File: src/rtl/core/cpra_fifo.sv
module cpra_fifo #(
    parameter type T = logic
) (
    input  logic i_clk,
    input  logic i_rst_n,
    input  logic i_push,
    input  T     i_data,
    output logic o_full,
    input  logic i_pop,
    output T     o_data,
    output logic o_empty
);

    T           r_mem [2];
    logic       r_wp;
    logic       r_rp;
    logic [1:0] r_cnt;
    logic       push_ok;
    logic       pop_ok;

    assign o_full  = (r_cnt == 2'd2);
    assign o_empty = (r_cnt == 2'd0);
    assign o_data  = r_mem[r_rp];
    assign push_ok = i_push && !o_full;
    assign pop_ok  = i_pop && !o_empty;

    always_ff @(posedge i_clk) begin
        if (push_ok) begin
            r_mem[r_wp] <= i_data;
        end
    end

    always_ff @(posedge i_clk) begin
        if (!i_rst_n) begin
            r_wp  <= 1'b0;
            r_rp  <= 1'b0;
            r_cnt <= 2'd0;
        end else begin
            if (push_ok) begin
                r_wp <= ~r_wp;
            end
            if (pop_ok) begin
                r_rp <= ~r_rp;
            end
            r_cnt <= r_cnt + {1'b0, push_ok} - {1'b0, pop_ok};
        end
    end

endmodule

File: config.mk
export PLATFORM = sky130hd
export DESIGN_NAME = cpra_fifo
export DESIGN_NICKNAME = d
export VERILOG_FILES = /design/src/rtl/core/cpra_fifo.sv
export SDC_FILE = /design/constraint.sdc
export NUM_CORES = 1
export LEC_CHECK = 0
export ABC_AREA = 1
export BUFFER_PORTS_ARGS = -buffer_cell sky130_fd_sc_hd__buf_2
export CELL_PAD_IN_SITES_DETAIL_PLACEMENT = 0
export CELL_PAD_IN_SITES_GLOBAL_PLACEMENT = 2
export CORE_AREA = 2 2 39 41
export CTS_BUF_LIST = sky130_fd_sc_hd__clkbuf_16
export DETAILED_ROUTE_END_ITERATION = 12
export DIE_AREA = 0 0 41 43
export PLACE_DENSITY_LB_ADDON = 0.1
export SLEW_MARGIN = 20
export SYNTH_ARGS = -nofsm -noshare
export SYNTH_HDL_FRONTEND = slang
export SYNTH_SLANG_ARGS = --single-unit
export TNS_END_PERCENT = 1
File: constraint.sdc
create_clock -name i_clk -period 3.6 [get_ports i_clk]
set_input_delay 0 -clock i_clk [delete_from_list [all_inputs] [get_ports i_clk]]
set_output_delay 0 -clock i_clk [all_outputs]
set_load 0.05 [all_outputs]
# Word-level counts from Yosys, hierarchy flattened
# Memory sizes are Yosys's and may differ from the RTL's. A register that Yosys moved wholly into a read port is not among the register bits.
# Cells that the tools add are included.
# totals
inputBits	5
latch_bits	0
ram_bits	2
register_bits	4
romBits	0
mem_count	1
word_cells	18
# memory_table
name	depth	width	read_ports	rd_ports_with_merged_regs	write_ports	line_no	source
r_mem	2	1	1	1	1	14	T r_mem [2];
# classes
n_eq_ne	1
bitwise_logic	2
n_mux	4
multipliers	0
order_cmp	0
n_addsub	2
div_mod_pow	0
n_shift	0
reduce_logical	5
# ops
operator	count
2-to-1 mux 1 bit	4
adder 2 x 1 -> 2 bit	1
== test 2 bit, second input constant	1
logical AND 1 bit	2
zero test 1 bit	2
zero test 2 bit	1
NOT 1 bit	2
subtractor 2 x 1 -> 2 bit	1

# Logic depth before layout (Yosys ltp)
# depth
depth_word	5
ltp_mapped	11

# Worst setup path before layout
# OpenSTA, ideal clock, no wires.
# synth_path
kind	flip-flop to flip-flop
start	register r_cnt[1]
end	register r_cnt[1]
synth_period_minus_slack_ps	1753
required_time_ps	3485
arrival_ps	1638
stages_incl_launch_ff	10
setup_ps	115
setup_slack_ps	1847
path_cell_list	dfxtp_1 -> nor2_2 -> nor2_4 -> ha_1 -> inv_1 -> ha_1 -> inv_1 -> nand2_1 -> a21oi_1 -> nor2_1
# synth_via
elab_cells_between_ends	8
classes_between	add/sub (2); eq/ne (1); reduce/logical (5)
# synth_lines
element	line_no	source
start, declared	17	logic [1:0] r_cnt;
start signal, assigned	45	r_cnt <= r_cnt + {1'b0, push_ok} - {1'b0, pop_ok};
zero test 2 bit	22	assign o_empty = (r_cnt == 2'd0);
net o_empty	11	output logic o_empty
zero test 1 bit	25	assign pop_ok = i_pop && !o_empty;
logical AND 1 bit	25	
net pop_ok	19	logic pop_ok;
subtractor 2 x 1 -> 2 bit	45	
# The timed path passes the listed nets, and every way through them passes these cells.
# A chain may end at the register's enable or synchronous reset.

# Worst setup path after layout
# layout_path
start	register r_cnt[0]
end	register r_cnt[1]
# layout_via
elab_chain_cells	5
elab_cells_between_ends	8
classes_between	add/sub (2); eq/ne (1); reduce/logical (5)
# layout_rtl
element	line_no	source
== test 2 bit	21	assign o_full = (r_cnt == 2'd2);
zero test 1 bit	24	assign push_ok = i_push && !o_full;
logical AND 1 bit	24	
adder 2 x 1 -> 2 bit	45	
subtractor 2 x 1 -> 2 bit *	45	
# Mark *: on every way between the ends. The rest lies on a longest branch, timed or not.

==> results_dict.tcl <==
set metrics [dict create \
    min_period_over_period 0.425 \
    holdPathStages 3 \
    worst_ep_required_time_ns 3.72 \
    design.portCount 8 \
    yosys.area_share.simple 0.292 \
    max_stage_delay_ns 0.36 \
    num_rows 14 \
    yosysSeqAreaShare 0.472 \
    vias 273 \
    die_h_um 43 \
    coreArea_mm2 0.00138 \
    synth_compound_area_frac 0.0295 \
    drive_above_1_share 0.302 \
    synth_top_family_by_area "simple AND/OR/NAND/NOR gates" \
    drtPass1Iterations 2 \
    critPathMostFrequentCell "inv_1" \
    p_leak_nw 0.251 \
    drc_errors 0 \
    fill_cells 144 \
    max_freq_ghz 0.653 \
    gr-usage-all-layers 0.0999 \
    setup_tns_ns 0 \
    r2r_slack_ns 2.07 \
    wire_per_inst_um 9.01 \
    hold_viol 0 \
    worstPathArrival_ns 1.65 \
    syn-num-nets 48 \
    clk_pin_slew_worst_paths_ns 0.04 \
    setup_viol 0 \
    seq_area_um2 160 \
    critPathSlowestCell "dfxtp_1" \
    finClkSkew_ns 0.000380 \
    rr_worst_depth 10 \
    gp_congestion 0.676 \
    slew_headroom 0.835 \
    cp-end-kind "flop" \
    first_iter_violations 4 \
    design.die.area_mm2 0.00176 \
    antenna_found_initial 0 \
    nets 61 \
    status "complete, no violations" \
    ys_ff_latch 7 \
    synthMuxAreaShare 0.0332 \
    dp_cells 64 \
    overflow 0 \
    max_cap_violations 0 \
    hp-class "input port to flop" \
    cp-start-kind "flop" \
    synthAdderAreaFrac 0.0738 \
    worstSetupPathType "flop to flop" \
    postCtsSetupRepairBufs 0 \
    peakVddDrop_mv 0.259 \
    initial_core_util 0.245 \
    layout_common_cells "inv_1, nand2_1, buf_2" \
    cts-htree-levels 1 \
    critPathMaxFanout 4 \
    area_growth_pct 42.4 \
    grt_pass1_vias 265 \
    grt_pass1_wl_um 1100 \
    layout_commonest_cell "inv_1" \
    hp-start "i_rst_n" \
    rr_endpoint "r_cnt[1]$_SDFF_PN0_" \
    antenna_left 0 \
    cts_buffers 3 \
    die-width_um 41 \
    synth_xor_xnor_area_share 0 \
    avgSynthCellArea_um2 8.27 \
    p_per_area_mw_per_mm2 1030 \
    synth_cells 41 \
    multi_input_area_um2 145 \
    finalCriticalPeriod_ns 1.53 \
    clock_path_buffers 2 \
    cts.sinks 7 \
    antennaDiodeCount 0 \
    synth_cell_types 13 \
    final_cells 69 \
    hpwlAfterDp_um 495 \
    ys_warn_count 0 \
    ctsRootBufferMaster "clkbuf_16" \
    cts_tree "done" \
    worstMarginPinSlew_ns 0.249 \
    reg2reg_from "r_cnt[0]$_SDFF_PN0_" \
    worstPathCellList "inv_1 -> nand2_2 -> nand2_1 -> ha_1 -> inv_1 -> ha_1 -> inv_1 -> nand2_1 -> a21oi_1 -> nor2_1" \
    netlist_area_um2 339 \
    port_buffers 7 \
    grt_max_degree 5 \
    clock_latency_ns 0.23 \
    finalMaxSlewViolations 0 \
    min_to "r_cnt[0]$_SDFF_PN0_" \
    wirelength_um 622 \
    rsz0062_at_grt "false" \
    viasPerCell 3.96 \
]
## metal layers
| layer | track usage | wire [um] |
|---|---|---|
| met2 | 0.116 | 304 |
| met1 | 0.134 | 278 |
| met4 | 0.0800 | 5 |
| met5 | 0 | 0 |
| met3 | 0.0471 | 34 |
## logic make-up (layout without fill, tap and decap cells)
logic type / count (synthesis) / in the layout
muxes: 1 / 1
DFF: 7 / 7
AOI/OAI and AO/OA: 2 / 2
and+or+nand+nor: 20 / 20
buffers and inverters: 9 / 21
adders and majority gates: 2 / 2
## stage by stage
step	setup WS [ns]	area [um^2]	power (mW)	utilization	hold WS, ns
global placement	2.09	394	0.311	0.285	0.189
detailed placement	2.08	394	0.313	0.285	0.192
CTS	2.07	483	0.503	0.349	0.0185
global route	1.87	483	0.539	0.349	0.0424
finish	2.07	483	0.497	0.349	0.0134
floorplan	1.85	339	0.276	-	0.0935
## worst max path at each step
stage,start,end,cells after the start
CTS,r_cnt[0]$_SDFF_PN0_,r_cnt[1]$_SDFF_PN0_,10
global placement,r_cnt[0]$_SDFF_PN0_,r_cnt[1]$_SDFF_PN0_,10
finish,r_cnt[0]$_SDFF_PN0_,r_cnt[1]$_SDFF_PN0_,10
global route,r_cnt[0]$_SDFF_PN0_,r_cnt[1]$_SDFF_PN0_,11
floorplan,r_cnt[1]$_SDFF_PN0_,r_cnt[1]$_SDFF_PN0_,9
detailed placement,r_cnt[0]$_SDFF_PN0_,r_cnt[1]$_SDFF_PN0_,10
## cells in the mapped netlist
library cell	count	area (um^2)
a21oi_1	2	10.0
dfxtp_1	5	100
edfxtp_1	2	60.1
ha_1	2	25.0
inv_1	9	33.8
mux2_2	1	11.3
nand2_1	8	30.0
nand2_2	1	6.26
nand3_1	2	10.0
nand3_2	1	10.0
nor2_1	5	18.8
nor2_2	2	12.5
nor2_4	1	11.3
## critical path, delay by kind of cell (launching register included)
kind | cells | cell delay, ns
AND/OR/NAND/NOR | 4 | 0.30
buffers and inverters | 3 | 0.17
adder cells (fa/ha/maj) | 2 | 0.45
AO/OA/AOI/OAI | 1 | 0.15
flip-flops | 1 | 0.36
## power breakdown
part / switching [mW] / leakage, nW / internal [mW]
Combinational: 0.131 / 0.149 / 0.0567
Sequential: 0.0174 / 0.0601 / 0.106
Clock: 0.0404 / 0.0423 / 0.144
Total: 0.189 / 0.251 / 0.307
## area by class of cell
cell class              count  share of cell area
repair buffers              8              0.0933
inverters                   9              0.0699
well taps                  16              0.0415
multi-input cells          25               0.301
flip-flops and latches      7               0.332
clock inverters             1             0.00777
clock buffers               3               0.155
## repair_timing
action                     CTS  global route
hold endpoints to repair     2             0
hold buffers                 1             0
setup endpoints to repair    0             0
gates resized for setup      0             0
No activity file was read; power rests on OpenSTA's default activity.
