<file path="src/rtl/core/cpra_pkg.sv">
package cpra_pkg;

    localparam int NUM_PAGES_DEF = 4096;
    localparam int CNT_W         = 13;
    localparam int IDX_W         = 12;
    localparam int TYPE_W        = 12;
    localparam int FLAG_W        = 15;
    localparam logic [CNT_W-1:0] PAGES_RST = 13'd4096;

    // flag entry bits
    localparam int FB_ALLOC = 12;
    localparam int FB_FIRST = 13;
    localparam int FB_NEXT  = 14;

    typedef enum logic [2:0] {
        ST_OK      = 3'd0,
        ST_NOSPACE = 3'd1,
        ST_BOUNDS  = 3'd2,
        ST_NOTHEAD = 3'd3,
        ST_ZERO    = 3'd4
    } t_status;

    typedef enum logic [1:0] {
        OP_ALLOC  = 2'd0,
        OP_ZERO   = 2'd1,
        OP_FREE   = 2'd2,
        OP_BOUNDS = 2'd3
    } t_op;

    typedef struct packed {
        t_op               op;
        logic [CNT_W-1:0]  count;
        logic [TYPE_W-1:0] ptype;
        logic [IDX_W-1:0]  idx;
    } t_cmd;

    typedef struct packed {
        t_status           status;
        logic [IDX_W-1:0]  start;
        logic [CNT_W-1:0]  done;
        logic [CNT_W-1:0]  total;
    } t_result;

    function automatic int pos_width(input int n);
        int w;
        w = $clog2(n + 1);
        return (w > CNT_W) ? w : CNT_W;
    endfunction

endpackage

</file>
<file path="src/rtl/core/cpra_fifo.sv">
module cpra_fifo #(
    parameter type T = logic
) (
    input  logic i_clk,
    input  logic i_rst_n,
    input  logic i_push,
    input  T     i_data,
    output logic o_full,
    input  logic i_pop,
    output T     o_data,
    output logic o_empty
);

    T           r_mem [2];
    logic       r_wp;
    logic       r_rp;
    logic [1:0] r_cnt;
    logic       push_ok;
    logic       pop_ok;

    assign o_full  = (r_cnt == 2'd2);
    assign o_empty = (r_cnt == 2'd0);
    assign o_data  = r_mem[r_rp];
    assign push_ok = i_push && !o_full;
    assign pop_ok  = i_pop && !o_empty;

    always_ff @(posedge i_clk) begin
        if (push_ok) begin
            r_mem[r_wp] <= i_data;
        end
    end

    always_ff @(posedge i_clk) begin
        if (!i_rst_n) begin
            r_wp  <= 1'b0;
            r_rp  <= 1'b0;
            r_cnt <= 2'd0;
        end else begin
            if (push_ok) begin
                r_wp <= ~r_wp;
            end
            if (pop_ok) begin
                r_rp <= ~r_rp;
            end
            r_cnt <= r_cnt + {1'b0, push_ok} - {1'b0, pop_ok};
        end
    end

endmodule

</file>
<file path="src/rtl/core/cpra_front.sv">
module cpra_front #(
    parameter int NUM_PAGES = cpra_pkg::NUM_PAGES_DEF,
    parameter int PW        = cpra_pkg::pos_width(NUM_PAGES)
) (
    input  logic                           i_clk,
    input  logic                           i_rst_n,
    input  logic                           i_push,
    output logic                           o_full,
    input  logic                           i_cmd,
    input  logic [cpra_pkg::CNT_W-1:0]     i_run_length,
    input  logic [cpra_pkg::TYPE_W-1:0]    i_page_type,
    input  logic [cpra_pkg::IDX_W-1:0]     i_page_index,
    input  logic [PW-1:0]                  i_len,
    input  logic                           i_clearing,
    input  logic                           i_cmd_pop,
    output cpra_pkg::t_cmd                 o_cmd,
    output logic                           o_cmd_valid
);

    cpra_pkg::t_cmd cls;
    logic           q_full;
    logic           q_empty;

    always_comb begin
        cls.count = i_run_length;
        cls.ptype = i_page_type;
        cls.idx   = i_page_index;
        if (i_cmd) begin
            cls.op = (PW'(i_page_index) < i_len) ? cpra_pkg::OP_FREE : cpra_pkg::OP_BOUNDS;
        end else begin
            cls.op = (i_run_length == '0) ? cpra_pkg::OP_ZERO : cpra_pkg::OP_ALLOC;
        end
    end

    assign o_full      = q_full || i_clearing;
    assign o_cmd_valid = !q_empty;

    cpra_fifo #(.T(cpra_pkg::t_cmd)) u_cmd_q (
        .i_clk   (i_clk),
        .i_rst_n (i_rst_n),
        .i_push  (i_push && !o_full),
        .i_data  (cls),
        .o_full  (q_full),
        .i_pop   (i_cmd_pop),
        .o_data  (o_cmd),
        .o_empty (q_empty)
    );

endmodule

</file>
<file path="config.mk">
export PLATFORM = sky130hd
export DESIGN_NAME = cpra_front
export DESIGN_NICKNAME = d
export VERILOG_FILES = /design/src/rtl/core/cpra_pkg.sv /design/src/rtl/core/cpra_fifo.sv /design/src/rtl/core/cpra_front.sv
export SDC_FILE = /design/constraint.sdc
export NUM_CORES = 1
export LEC_CHECK = 0
export ABC_AREA = 1
export BUFFER_PORTS_ARGS = -buffer_cell sky130_fd_sc_hd__buf_2
export CORE_MARGIN = 5
export CORE_UTILIZATION = 47
export DETAILED_ROUTE_END_ITERATION = 10
export HOLD_SLACK_MARGIN = 0.03
export PLACE_DENSITY = 0.76
export SLEW_MARGIN = 20
export SYNTH_ARGS = -nofsm -noshare
export SYNTH_HDL_FRONTEND = slang
export SYNTH_SLANG_ARGS = --single-unit
</file>
<file path="constraint.sdc">
create_clock -name i_clk -period 2.7 [get_ports i_clk]
set_input_delay 0.405 -clock i_clk [delete_from_list [all_inputs] [get_ports i_clk]]
set_output_delay 0.405 -clock i_clk [all_outputs]
set_load 0.02 [all_outputs]
</file>
# Yosys cells after proc, flatten, opt, wreduce, memory -nomap -nowiden
# Memories as Yosys holds them, arrays and structs flattened. A register that Yosys moved wholly into a read port is not among the register bits.
# Index checks and enable logic that the tools add are counted.
[classes] addsub=2 magnitude_cmp=1 n_eq_ne=1 muxes=7 n_bitwise=2 n_reduce_logical=9
[ops] op="$logic_not A13 Y1" count=1
[ops] op="$lt A12 B13 Y1" count=1
[ops] op="$mux W1" count=6
[ops] op="$logic_and A1 B1 Y1" count=3
[ops] op="$logic_not A1 Y1" count=3
[ops] op="$add A2 B1 Y2" count=1
[ops] op="$eq A2 B2 Y1 const B" count=1
[ops] op="$logic_not A2 Y1" count=1
[ops] op="$mux W2" count=1
[ops] op="$not A1 Y1" count=2
[ops] op="$sub A2 B1 Y2" count=1
[ops] op="$logic_or A1 B1 Y1" count=1
[totals] ff_bits=4 mem_bits_rw=78 inputBits=56 output_inout_bits=41 n_memories=1
[mem_list] memory="u_cmd_q.r_mem" words=2 width=39 read_ports=1 rd_clocked_by_memory_dff=1 write_ports=1 line="cpra_fifo.sv:14" rtl="T r_mem [2];"

# Depth between registers and ports, before layout
# Gate-level depths: netlist of run 1.
[logic_depth] depth_word=7 mapped_depth=10 depth_no_buf=10

# Cells and area by module
# Synthesis of run 1 repeated with hierarchy kept, for this count alone.
[unflattened] cells_unflattened=233 area_unflattened_um2=3509.6
[by_module_without_submodules] mod="cpra_fifo" instances=1 cells_per_inst=159 area_per_inst_um2=3108.0 seq_area_each_um2=2442.3
[by_module_without_submodules] mod="cpra_front" instances=1 cells_per_inst=74 area_per_inst_um2=401.6 seq_area_each_um2=0.0

# Least setup slack after synthesis of run 1
# Ideal clock, no wire load.
[synth_path] kind="input to register" start="input i_clearing" end="memory u_cmd_q.r_mem[0][0] (netlist name) (enable)" setup_ns=0.435 arrival_time_ns=2.260 path_slack_ns=0.004 stages=3 n_path_buf=0 path_cell_list="inv_1 nand3_1 nor2_1"
[synth_via] elab_chain_cells=6
[synth_lines] element="from (decl)" line="cpra_front.sv:14" rtl="input logic i_clearing,"
[synth_lines] element="$logic_or A1 B1 Y1" line="cpra_front.sv:35" rtl="assign o_full = q_full || i_clearing;"
[synth_lines] element="$logic_not A1 Y1" line="cpra_front.sv:41" rtl=".i_push (i_push && !o_full),"
[synth_lines] element="$logic_and A1 B1 Y1" line="cpra_front.sv:41"
[synth_lines] element="$logic_and A1 B1 Y1" line="cpra_fifo.sv:24" rtl="assign push_ok = i_push && !o_full;"
[synth_lines] element="$mux W1" line="cpra_fifo.sv:28" rtl="if (push_ok) begin"
[synth_lines] element="$mux W1 (not written as such)" line="cpra_fifo.sv:29" rtl="r_mem[r_wp] <= i_data;"
[synth_lines] element="to (decl)" line="cpra_fifo.sv:14"
# Every way passes these cells.

==> metrics.md, run 1 <==
| Metric | Value |
|---|---|
| Status | complete, no violations |
| Final Critical Period | 2.17 ns |
| Hold depth | 1 |
| Fin Clk Skew | between 0.005 and 0.006 ns |
| Combinational cell fraction of total power | a little under a quarter |
| Internal cell power | 0.00246 W |
| CTS H-tree lvls | 3 |
| RSZ-0062 raised after global routing | false |
| WL final | 6450 um |
| Grt ovf | 0 |
| Die Y-Extent | 96.0 um |
| R2R depth | 9 |
| PortBufs | 96 |
| YS warnings | 0 |
| Clk slew on worst S/H paths | 0.08 ns |
| Drt first-iter violations | between 60 and 70 |
| DIE WIDTH | 96.0 um |
| Flop pwr share | 46.7% |
| Average vias per placed instance | 4.82 |
| First-pass DRT Iterations | 6 |
| Syn avg cell area | 15.7 um^2 |
| Num ports | just under 100 |
| Clk network pwr share | 30.2% |
| Synth-to-layout area growth | 24.8% |
| Initial Utilization | 48.2% |
| Post-CTS Setup Bufs | 0 |
| Min-delay src | i_page_type[8] |
| Hold Path Class | input pin to flop |
| Total Routing Usage GR | 15.3% |
| Relative slew margins | 66.9% |
| Reg-to-Reg Start | u_cmd_q.r_cnt[1]$_SDFF_PN0_ |
| Hold-fix buffers at CTS | 0 |
| # fillers | roughly 590 |
| Via Count | about 2.1k |
| Unique masters post-synth | 23 |
| Final #Nets | approximately 400 |
| Sw Pwr | 0.000907 W |
| Final Hold Viols | 0 |
| Vias in the first global route | ~2.2k |
| Peak supply drop | 0.352 mV |
| Cell count after placement | 417 |
| Sw frac | 26.9% |
| Worst-Skew Late Latency | 0.34 ns |
| Total Neg Setup Slack | 0 ns |
| TritonCTS buffer count | 9 |
| Synthesis-stage register bit count | 83 |
| Fmax | 0.461 GHz |
| Row Count | 31 |
| Setup Viol. Count Final | 0 |
| Clock Tree Buf Depth | 2 |
| DP HPWL | ~4700 um |
| Post-synthesis net count | 290 |
| Antenna diodes | 0 |
| Pins Over Slew Limit | 0 |
| First-pass GRT wire length | 10,400 um |
| Count of maximum capacitance violations | 0 |
| Finished Layout Cells | 433 |
| Share of layout cells above drive strength 1 | 47.6% |
| Seq/Total Area, Yosys | 70.3% |
| Root Driver | clkbuf_8 |
| Worst-path fanout max | 21 |
| Critical path arrival | 1.77 ns |
| CTS resizes | 0 |
| Detail Route Antenna Nets | 0 |
| Worst r2r dst | u_cmd_q.r_cnt[1]$_SDFF_PN0_ |
| Sink Count | 83 |
| Fin crit share | roughly 80% |
| Static Leak | about 1.8 nW |
| CP Launch Type | flop |
| Cells after Synth | 221 |
| Synthesized area | between 0.003 and 0.004 mm^2 |
| Hold Path End | u_cmd_q.r_mem[1][20]$_DFFE_PP_ |
| Post-layout util | 60.1% |
| WL/cell | about 15 um |
| WS Path Type | flop to output pin |
| Slew of the pin with the lowest slew margin | about 0.50 ns |
| DRC viols | 0 |
| Power per cell area | 776 mW/mm^2 |
| Die area | 0.00921 mm^2 |
| Largest net degree at the start of global routing | 29 |
| Routability cong. | 0.712 |
| Register-to-register setup slack | 0.84 ns |
| Core ar. | 0.00721 mm^2 |
| Crit end category | output pin |
| Worst Path Required | ~2.3 ns |
| Initial antenna violation count | 0 |
| CTS tree | built |
Yosys cell counts (all sizes together):
| master | n | area [um^2] |
|---|---|---|
| edfxtp | 78 | 2340 |
| mux2 | 39 | 477 |
| inv | 27 | 101 |
| nand2 | 27 | 101 |
| ha | 13 | 163 |
| a21oi | 7 | 35.0 |
| nor2 | 7 | 26.3 |
| dfxtp | 5 | 100 |
| buf | 4 | 41.3 |
| o21ai | 3 | 18.8 |
| nand3 | 2 | 10.0 |
| nor3 | 2 | 10.0 |
| or2 | 2 | 12.5 |
| nand3b | 1 | 7.51 |
| nand4 | 1 | 6.26 |
| nor3b | 1 | 7.51 |
| nor4 | 1 | 6.26 |
| xnor2 | 1 | 8.76 |
layer usage:
metal	GRT usage [%]	vias to the layer above	part of all wire [%]
li1	-	1004	-
met1	17.2	996	38
met2	25.6	77	52
met3	4.61	12	7.8
met4	8.77	0	2.3
met5	0	-	0
critical path, cell delays in order, from the launching register on:
cell and delay, ns:
dfxtp_2 0.65, buf_12 0.25, mux2_2 0.35, buf_2 0.16
worst max-delay path by stage:
stage                    start                             to  cells after the start
floorplan           i_clearing  u_cmd_q.r_mem[0][0]$_DFFE_PP_                      3
global placement          flop                      o_cmd[25]                      3
detailed placement        flop                      o_cmd[17]                      3
CTS                       flop                      o_cmd[25]                      3
global route              flop                      o_cmd[17]                      3
finish                    flop                      o_cmd[19]                      3
power by group through the flow:
stage	Sequential, W	Combinational, W	Clock, W
final	0.00157	0.000777	0.00102
after global routing	0.00158	0.000845	0.00111
after CTS	0.00157	0.000791	0.00104
after detailed placement	0.00160	0.000783	0
after global placement	0.00160	0.000761	0
after floorplan	0.00156	0.000566	0
registers in the layout, indices dropped and copies added, names as in the netlist, named ones only:
| register | flops |
|---|---|
| u_cmd_q.r_rp | 1 |
| u_cmd_q.r_mem | 78 |
| u_cmd_q.r_wp | 1 |
| u_cmd_q.r_cnt | 2 |
cells by family (layout without fill, tap and decap cells):
| kind of cell | count (synthesis) | in the layout | share of synthesized area (%) |
|---|---|---|---|
| DFF | 83 | 83 | 70.3 |
| and+or+nand+nor | 44 | 44 | 5.40 |
| muxes | 39 | 39 | 13.7 |
| buffers and inverters | 31 | 144 | 4.10 |
| adders and majority gates | 13 | 13 | 4.68 |
| AOI/OAI and AO/OA | 10 | 10 | 1.55 |
| xor gates and xnor gates | 1 | 1 | 0.252 |
metrics by stage:
step / hold slack, ns / setup WS [ns] / total power (W) / area, um^2
after CTS: 0.228 / 0.476 / 0.00341 / 4340
after detailed placement: 0.469 / 0.869 / 0.00239 / 4100
final: 0.248 / 0.530 / 0.00337 / 4340
after global placement: 0.458 / 0.900 / 0.00236 / 4100
after global routing: 0.217 / 0.426 / 0.00354 / 4340
after floorplan: 0.447 / 0.00446 / 0.00213 / 3470
layout make-up:
class | instances | area [um^2] | area share (%)
timing repair buffer | 101 | 531 | 12.2
sequential | 83 | 2440 | 56.4
multi-input combinational | 107 | 905 | 20.9
clock buffer | 10 | 128 | 2.94
inverter | 27 | 101 | 2.34
clock inverter | 6 | 104 | 2.40
tap | 99 | 124 | 2.86
cells in the final DEF (no fill, tap or decap), drive strengths merged:
cell type,count
a21oi,7
buf,101
bufinv,3
clkbuf,10
clkinv,3
dfxtp,5
edfxtp,78
ha,13
inv,27
mux2,39
nand2,27
nand3,2
nand3b,1
nand4,1
nor2,7
nor3,2
nor3b,1
nor4,1
o21ai,3
or2,2
xnor2,1
Note: power is estimated with default switching activity, not from simulation.
==> inputs of run 2 (changes only) <==
--- a/config.mk
+++ b/config.mk
@@ -8,10 +8,10 @@
 export ABC_AREA = 1
 export BUFFER_PORTS_ARGS = -buffer_cell sky130_fd_sc_hd__buf_2
 export CORE_MARGIN = 5
-export CORE_UTILIZATION = 47
+export CORE_UTILIZATION = 52
 export DETAILED_ROUTE_END_ITERATION = 10
 export HOLD_SLACK_MARGIN = 0.03
-export PLACE_DENSITY = 0.76
+export PLACE_DENSITY = 0.8
 export SLEW_MARGIN = 20
 export SYNTH_ARGS = -nofsm -noshare
 export SYNTH_HDL_FRONTEND = slang
==> constraint.sdc (replaced) <==
create_clock -name i_clk -period 2.25 [get_ports i_clk]
set_input_delay 0.3375 -clock i_clk [delete_from_list [all_inputs] [get_ports i_clk]]
set_output_delay 0.3375 -clock i_clk [all_outputs]
set_load 0.02 [all_outputs]
==> metrics.md, run 2 (synthesis results as in run 1) <==
| Metric | Value |
|---|---|
| Leading registers by flop count | u_cmd_q.r_mem: 78 flops, u_cmd_q.r_cnt: 2 flops (unchanged) |
| Hold-fix buffers at CTS | 0 (unchanged) |
| CTS H-tree lvls | 3 (unchanged) |
| Worst Path Required | 1.91 ns (was 2.30 ns) |
| Fin crit share | 81.4% |
| Drt first-iter violations | 40 (was 64) |
| Initial antenna violation count | 0 (unchanged) |
| Core ar. | 0.00642 mm^2 (was 0.00721 mm^2) |
| Detail Route Antenna Nets | 0 (unchanged) |
| Largest net degree at the start of global routing | 28 (was 29) |
| TritonCTS buffer count | 9 (unchanged) |
| # fillers | 463 (was 589) |
| Worst-Skew Late Latency | 0.33 ns (was 0.34 ns) |
| Fmax | approximately 0.55 GHz |
| Static Leak | 1.81 nW (was 1.82 nW) |
| PortBufs | 96 (unchanged) |
| Slew of the pin with the lowest slew margin | 0.387 ns (was 0.496 ns) |
| CTS resizes | 0 (unchanged) |
| First-pass GRT wire length | 9800 um (was 10,400 um) |
| Reg-to-Reg Start | u_cmd_q.r_cnt[1]$_SDFF_PN0_ (unchanged) |
| Cell count after placement | 396 (was 417) |
| Critical path arrival | 1.50 ns (was 1.77 ns) |
| Max FFs per register | 78 (unchanged) |
| Grt ovf | 0 (unchanged) |
| Die Y-Extent | 91.7 um (was 96.0 um) |
| Post-layout util | 66.6% (was 60.1%) |
| Overall power | 0.00388 W (was 0.00337 W) |
| Worst-path fanout max | 19 (was 21) |
| Setup Viol. Count Final | 0 (unchanged) |
| Total Routing Usage GR | 14.9% (was 15.3%) |
| Post-CTS Setup Bufs | 0 (unchanged) |
| Crit end category | output pin (unchanged) |
| Hold Path Class | input pin to flop (unchanged) |
| WS Path Type | flop to output pin (unchanged) |
| Most used cells in the layout excluding fill and tap cells | buf_2, edfxtp_1, mux2_2 (unchanged) |
| Average vias per placed instance | 4.93 (was 4.82) |
| DRC viols | 0 (unchanged) |
| WL/cell | 14.4 um (was 14.9 um) |
| Num ports | 97 (unchanged) |
| Largest register by flop count | u_cmd_q.r_mem (unchanged) |
| Row Count | 29 (was 31) |
| Pins Over Slew Limit | 0 (unchanged) |
| Vias in the first global route | 2,169 (was 2,227) |
| Finished Layout Cells | 411 (was 433) |
| WL final | 5930 um (was 6450 um) |
| Clk slew on worst S/H paths | 0.08 ns (about the same) |
| CP Launch Type | flop (unchanged) |
| Area of the multi-input gates | 905 um^2 (unchanged) |
| Share of layout cells above drive strength 1 | 47.9% (was 47.6%) |
| Min-delay src | i_page_type[6] (was i_page_type[8]) |
| Clock Tree Buf Depth | 2 (unchanged) |
| Via Count | 2,027 (was 2,089) |
| Status | complete, no violations (unchanged) |
| Synth-to-layout area growth | 23.1% (was 24.8%) |
| Final #Nets | 399 (was 398) |
| Peak supply drop | 0.393 mV (was 0.352 mV) |
| DIE WIDTH | 91.7 um (was 96.0 um) |
| Sink Count | 83 (unchanged) |
| Most common cell after layout, fill and taps aside | buf_2 (unchanged) |
| Routability cong. | 0.705 (was 0.712) |
| Power per cell area | 906 mW/mm^2 (was 776 mW/mm^2) |
| Relative slew margins | 73.9% (was 66.9%) |
| Antenna diodes | 0 (unchanged) |
| Count of maximum capacitance violations | 0 (unchanged) |
| RSZ-0062 raised after global routing | false (unchanged) |
| Initial Utilization | 54.1% (was 48.2%) |
| DP HPWL | 4380 um (was 4690 um) |
| Root Driver | clkbuf_8 (unchanged) |
| CTS tree | built (unchanged) |
| Register area | 0.00244 mm^2 (unchanged) |
| Die area | 0.00842 mm^2 (was 0.00921 mm^2) |
| Fin Clk Skew | 0.00696 ns (was 0.00574 ns) |
| Final Critical Period | 1.83 ns |
| First-pass DRT Iterations | 4 (was 6) |
| Final Hold Viols | 0 (unchanged) |
## run 2: layer usage
layer	vias to the layer above	routed length, um	global-route usage [%]	part of all wire (%)
met5	-	0	0	0
met4	0	87	7.05	1.5
met3	10	392	4.09	6.6
met2	58	3080	26.6	52
met1	952	2370	16.6	40
li1	1007	-	-	-
## run 2: final cells by class
class | count | area share, %
clock buffer | 9 | 2.90
tap | 77 | 2.25
clock inverter | 6 | 1.90
timing repair buffer | 102 | 12.3
inverter | 27 | 2.37
sequential | 83 | 57.1
multi-input combinational | 107 | 21.2
## run 2: worst max-delay path, stage by stage, from the launching register on
cell and delay (ns):
dfxtp_2 0.33, buf_4 0.28, mux2_2 0.39, buf_2 0.16
## run 2: through the flow
step	TNS (ns)	worst slack (ns)	hold WS (ns)	area (um^2)
floorplan	-30.42	-0.390	0.431	3470
global placement	0	0.630	0.464	4070
detailed placement	0	0.624	0.460	4070
CTS	0	0.372	0.173	4280
global route	0	0.331	0.168	4280
finish	0	0.417	0.190	4280
## run 2: where the power goes
part	switching, W	internal [W]	leakage [nW]
sequential	0.0000333	0.00181	0.757
combinational	0.000537	0.000401	0.948
clock	0.000481	0.000611	0.103
total	0.00105	0.00282	1.81
## run 2: final timing paths
path / cells after the start / endpoint / slack (ns)
setup / recovery: 3 / o_cmd[8] / 0.42
setup reg to reg: 9 / u_cmd_q.r_cnt[1]$_SDFF_PN0_ / 0.62
hold reg to reg: 1 / flop / 0.48
hold / removal: 1 / u_cmd_q.r_mem[0][18]$_DFFE_PP_ / 0.19
==> inputs of run 3 (changes only) <==
--- a/config.mk
+++ b/config.mk
@@ -5,13 +5,13 @@
 export SDC_FILE = /design/constraint.sdc
 export NUM_CORES = 1
 export LEC_CHECK = 0
-export ABC_AREA = 1
+export ABC_AREA = 0
 export BUFFER_PORTS_ARGS = -buffer_cell sky130_fd_sc_hd__buf_2
 export CORE_MARGIN = 5
-export CORE_UTILIZATION = 52
+export CORE_UTILIZATION = 46
 export DETAILED_ROUTE_END_ITERATION = 10
 export HOLD_SLACK_MARGIN = 0.03
-export PLACE_DENSITY = 0.8
+export PLACE_DENSITY = 0.75
 export SLEW_MARGIN = 20
 export SYNTH_ARGS = -nofsm -noshare
 export SYNTH_HDL_FRONTEND = slang
==> constraint.sdc (replaced) <==
create_clock -name i_clk -period 1.5 [get_ports i_clk]
set_input_delay 0.225 -clock i_clk [delete_from_list [all_inputs] [get_ports i_clk]]
set_output_delay 0.225 -clock i_clk [all_outputs]
set_load 0.02 [all_outputs]
==> metrics.md, run 3 <==
| Metric | Value |
|---|---|
| Max FFs per register | 78 (unchanged) |
| Critical path arrival | 1.45 ns (was 1.50 ns) |
| DP HPWL | 4550 um (was 4380 um) |
| Crit end category | output pin (unchanged) |
| Cell count after placement | 401 (was 396) |
| Detail Route Antenna Nets | 0 (unchanged) |
| CTS tree | built (unchanged) |
| Share of layout cells above drive strength 1 | 57.4% (was 47.9%) |
| WL final | 6840 um (was 5930 um) |
| Area of the multi-input gates | 970 um^2 (was 905 um^2) |
| Final WS setup | -0.171 ns (was 0.417 ns) |
| Violated checks | negative setup slack |
| DRC viols | 0 (unchanged) |
| Final #Nets | 395 (was 399) |
| Synth Flop Type | edfxtp_1 (unchanged) |
| Dominant cell by count in the synthesized netlist | edfxtp_1 (unchanged) |
| Root Driver | clkbuf_8 (unchanged) |
| Post-synthesis net count | 262 (was 290) |
| Final Critical Period | 1.67 ns |
| Power per cell area | 1320 mW/mm^2 (was 906 mW/mm^2) |
| Count of maximum capacitance violations | 0 (unchanged) |
| R2R depth | 8 (was 9) |
| Synth-to-layout area growth | 42.6% (was 23.1%) |
| Largest net degree at the start of global routing | 28 (unchanged) |
| Number of synthesized flops with an enable pin | 78 (unchanged) |
| Fmax | 0.599 GHz |
| Syn avg cell area | 17.6 um^2 (was 15.7 um^2) |
| Hold depth | 1 (unchanged) |
| Commonest cells in the netlist | edfxtp_1, mux2_2, inv_1 (was edfxtp_1, mux2_2, inv_1, nand2_1, ha_1) |
| CP Launch Type | flop (unchanged) |
| Largest register by flop count | u_cmd_q.r_mem (unchanged) |
| Ys async rst share | 0% (unchanged) |
| Fin Clk Skew | 0.00847 ns (was 0.00696 ns) |
| Finished Layout Cells | 430 (was 411) |
| Clk slew on worst S/H paths | 0.08 ns (about the same) |
| Drt first-iter violations | 78 (was 40) |
| TritonCTS buffer count | 9 (unchanged) |
| WS Path Type | flop to output pin (unchanged) |
| Sink Count | 83 (unchanged) |
| Cells after Synth | 193 (was 221) |
| Die Y-Extent | 95.8 um (was 91.7 um) |
| Worst Path Required | 1.27 ns (was 1.91 ns) |
| First-pass DRT Iterations | 4 (unchanged) |
| Worst-Skew Late Latency | 0.34 ns (was 0.33 ns) |
| Synthesis-stage register bit count | 83 (unchanged) |
| Min Hold Slack | 0.0698 ns (was 0.190 ns) |
| Total Routing Usage GR | 14.7% (was 14.9%) |
| Top cell type's share of synthesized area | 69.1% (was 67.4%) |
| Most used cells in the layout excluding fill and tap cells | buf_2, edfxtp_1, mux2_2, buf_6, mux2_4 (was buf_2, edfxtp_1, mux2_2) |
| YS warnings | 0 (unchanged) |
| Antenna diodes | 0 (unchanged) |
| Seq/Total Area, Yosys | 72.1% (was 70.3%) |
| First-pass GRT wire length | 9700 um (was 9800 um) |
| # fillers | 536 (was 463) |
| Pins Over Slew Limit | 0 (unchanged) |
| Register area | 0.00245 mm^2 (was 0.00244 mm^2) |
| Unique masters post-synth | 33 (was 23) |
| Most common cell after layout, fill and taps aside | buf_2 (unchanged) |
| Routability cong. | 0.770 (was 0.705) |
| PortBufs | 96 (unchanged) |
| Vias in the first global route | 2,081 (was 2,169) |
| Status | finished, violations left (was complete, no violations) |
| Average vias per placed instance | 4.77 (was 4.93) |
| Slew of the pin with the lowest slew margin | 0.319 ns (was 0.387 ns) |
| Post-layout util | 67.0% (was 66.6%) |
| Worst-path fanout max | 13 (was 19) |
| Post-synth top area cell | edfxtp_1 (unchanged) |
| RSZ-0062 raised after global routing | true (was false) |
| Leading registers by flop count | u_cmd_q.r_mem: 78 flops, u_cmd_q.r_cnt: 2 flops (unchanged) |
| Row Count | 31 (was 29) |
| Overall power | 0.00640 W (was 0.00388 W) |
| DIE WIDTH | 95.8 um (was 91.7 um) |
| CTS H-tree lvls | 3 (unchanged) |
| Core ar. | 0.00721 mm^2 (was 0.00642 mm^2) |
| Area contributors post-synth | edfxtp_1, mux2_2, ha_1, dfxtp_1, mux2_1 (was edfxtp_1, mux2_2, ha_1, mux2_4, inv_1) |
| Synthesized area | 0.00339 mm^2 (was 0.00347 mm^2) |
| Grt ovf | 0 (unchanged) |
| Peak supply drop | 0.816 mV (was 0.393 mV) |
| Die area | 0.00918 mm^2 (was 0.00842 mm^2) |
| Hold Path Class | input pin to flop (unchanged) |
| Total Neg Setup Slack | -10.06 ns (was 0 ns) |
| Via Count | 2,050 (was 2,027) |
| Initial Utilization | 47.0% (was 54.1%) |
| Setup Viol. Count Final | 100 (was 0) |
| Final Hold Viols | 0 (unchanged) |
| Num ports | 97 (unchanged) |
| Relative slew margins | 78.5% (was 73.9%) |
| WL/cell | 15.9 um (was 14.4 um) |
| Fin crit share | 111% |
| Clock Tree Buf Depth | 2 (unchanged) |
| Static Leak | 1.97 nW (was 1.81 nW) |
| Initial antenna violation count | 0 (unchanged) |
==> run 3: worst paths after layout <==
check | to | start | slack (ns)
setup reg to reg | u_cmd_q.r_cnt[1]$_SDFF_PN0_ | u_cmd_q.r_cnt[1]$_SDFF_PN0_ | -0.16
setup / recovery | o_cmd[31] | flop | -0.17
hold reg to reg | flop | u_cmd_q.r_rp$_SDFFE_PN0P_ | 0.57
hold / removal | u_cmd_q.r_mem[1][23]$_DFFE_PP_ | i_page_type[11] | 0.07
==> run 3: area by class of cell <==
| class | instances | share of cell area, % |
|---|---|---|
| Sequential cell | 83 | 50.7 |
| Clock inverter | 6 | 0.673 |
| Clock buffer | 10 | 2.64 |
| Tap cell | 99 | 2.56 |
| Inverter | 15 | 1.22 |
| Timing Repair Buffer | 126 | 22.2 |
| Multi-Input combinational cell | 91 | 20.1 |
==> run 3: power breakdown <==
group          leakage [nW]  switching, W  total, W  internal, W
registers             0.758     0.0000776   0.00280      0.00273
clock network        0.0771      0.000730   0.00131     0.000584
logic                  1.13       0.00105   0.00228      0.00123
==> run 3: kinds of logic after synthesis <==
group / synth area share (%)
fa+ha+maj: 4.80
flops: 72.1
compound gates: 2.58
mux: 13.0
simple gates: 4.06
xor+xnor: 0.997
buf+inv: 2.51
==> run 3: layer usage <==
layer  GRT usage, %  wire length, um
met1           18.3             2870
met2           24.1             3470
met3           3.75              380
met4           6.75              111
met5              0                0
==> run 3: what timing repair did <==
item,4_1_cts,5_1_grt
setup endpoints to repair,69,106
gates cloned,2,5
pin swaps,2,2
hold endpoints to repair,0,0
hold buffers,0,0
buffers inserted,4,3
resized for setup,10,56
==> run 3: critical path: stages, from the launching register on <==
cell and delay (ns):
dfxtp_4 0.41, clkbuf_16 0.19, mux2_2 0.35, buf_2 0.16
==> run 3: stage by stage <==
step	setup slack, ns	area (um^2)
2_1_floorplan	-0.195	3440
3_3_place_gp	-0.0949	4220
3_5_place_dp	-0.131	4220
4_1_cts	-0.169	4510
5_1_grt	-0.232	4830
6_report	-0.171	4830
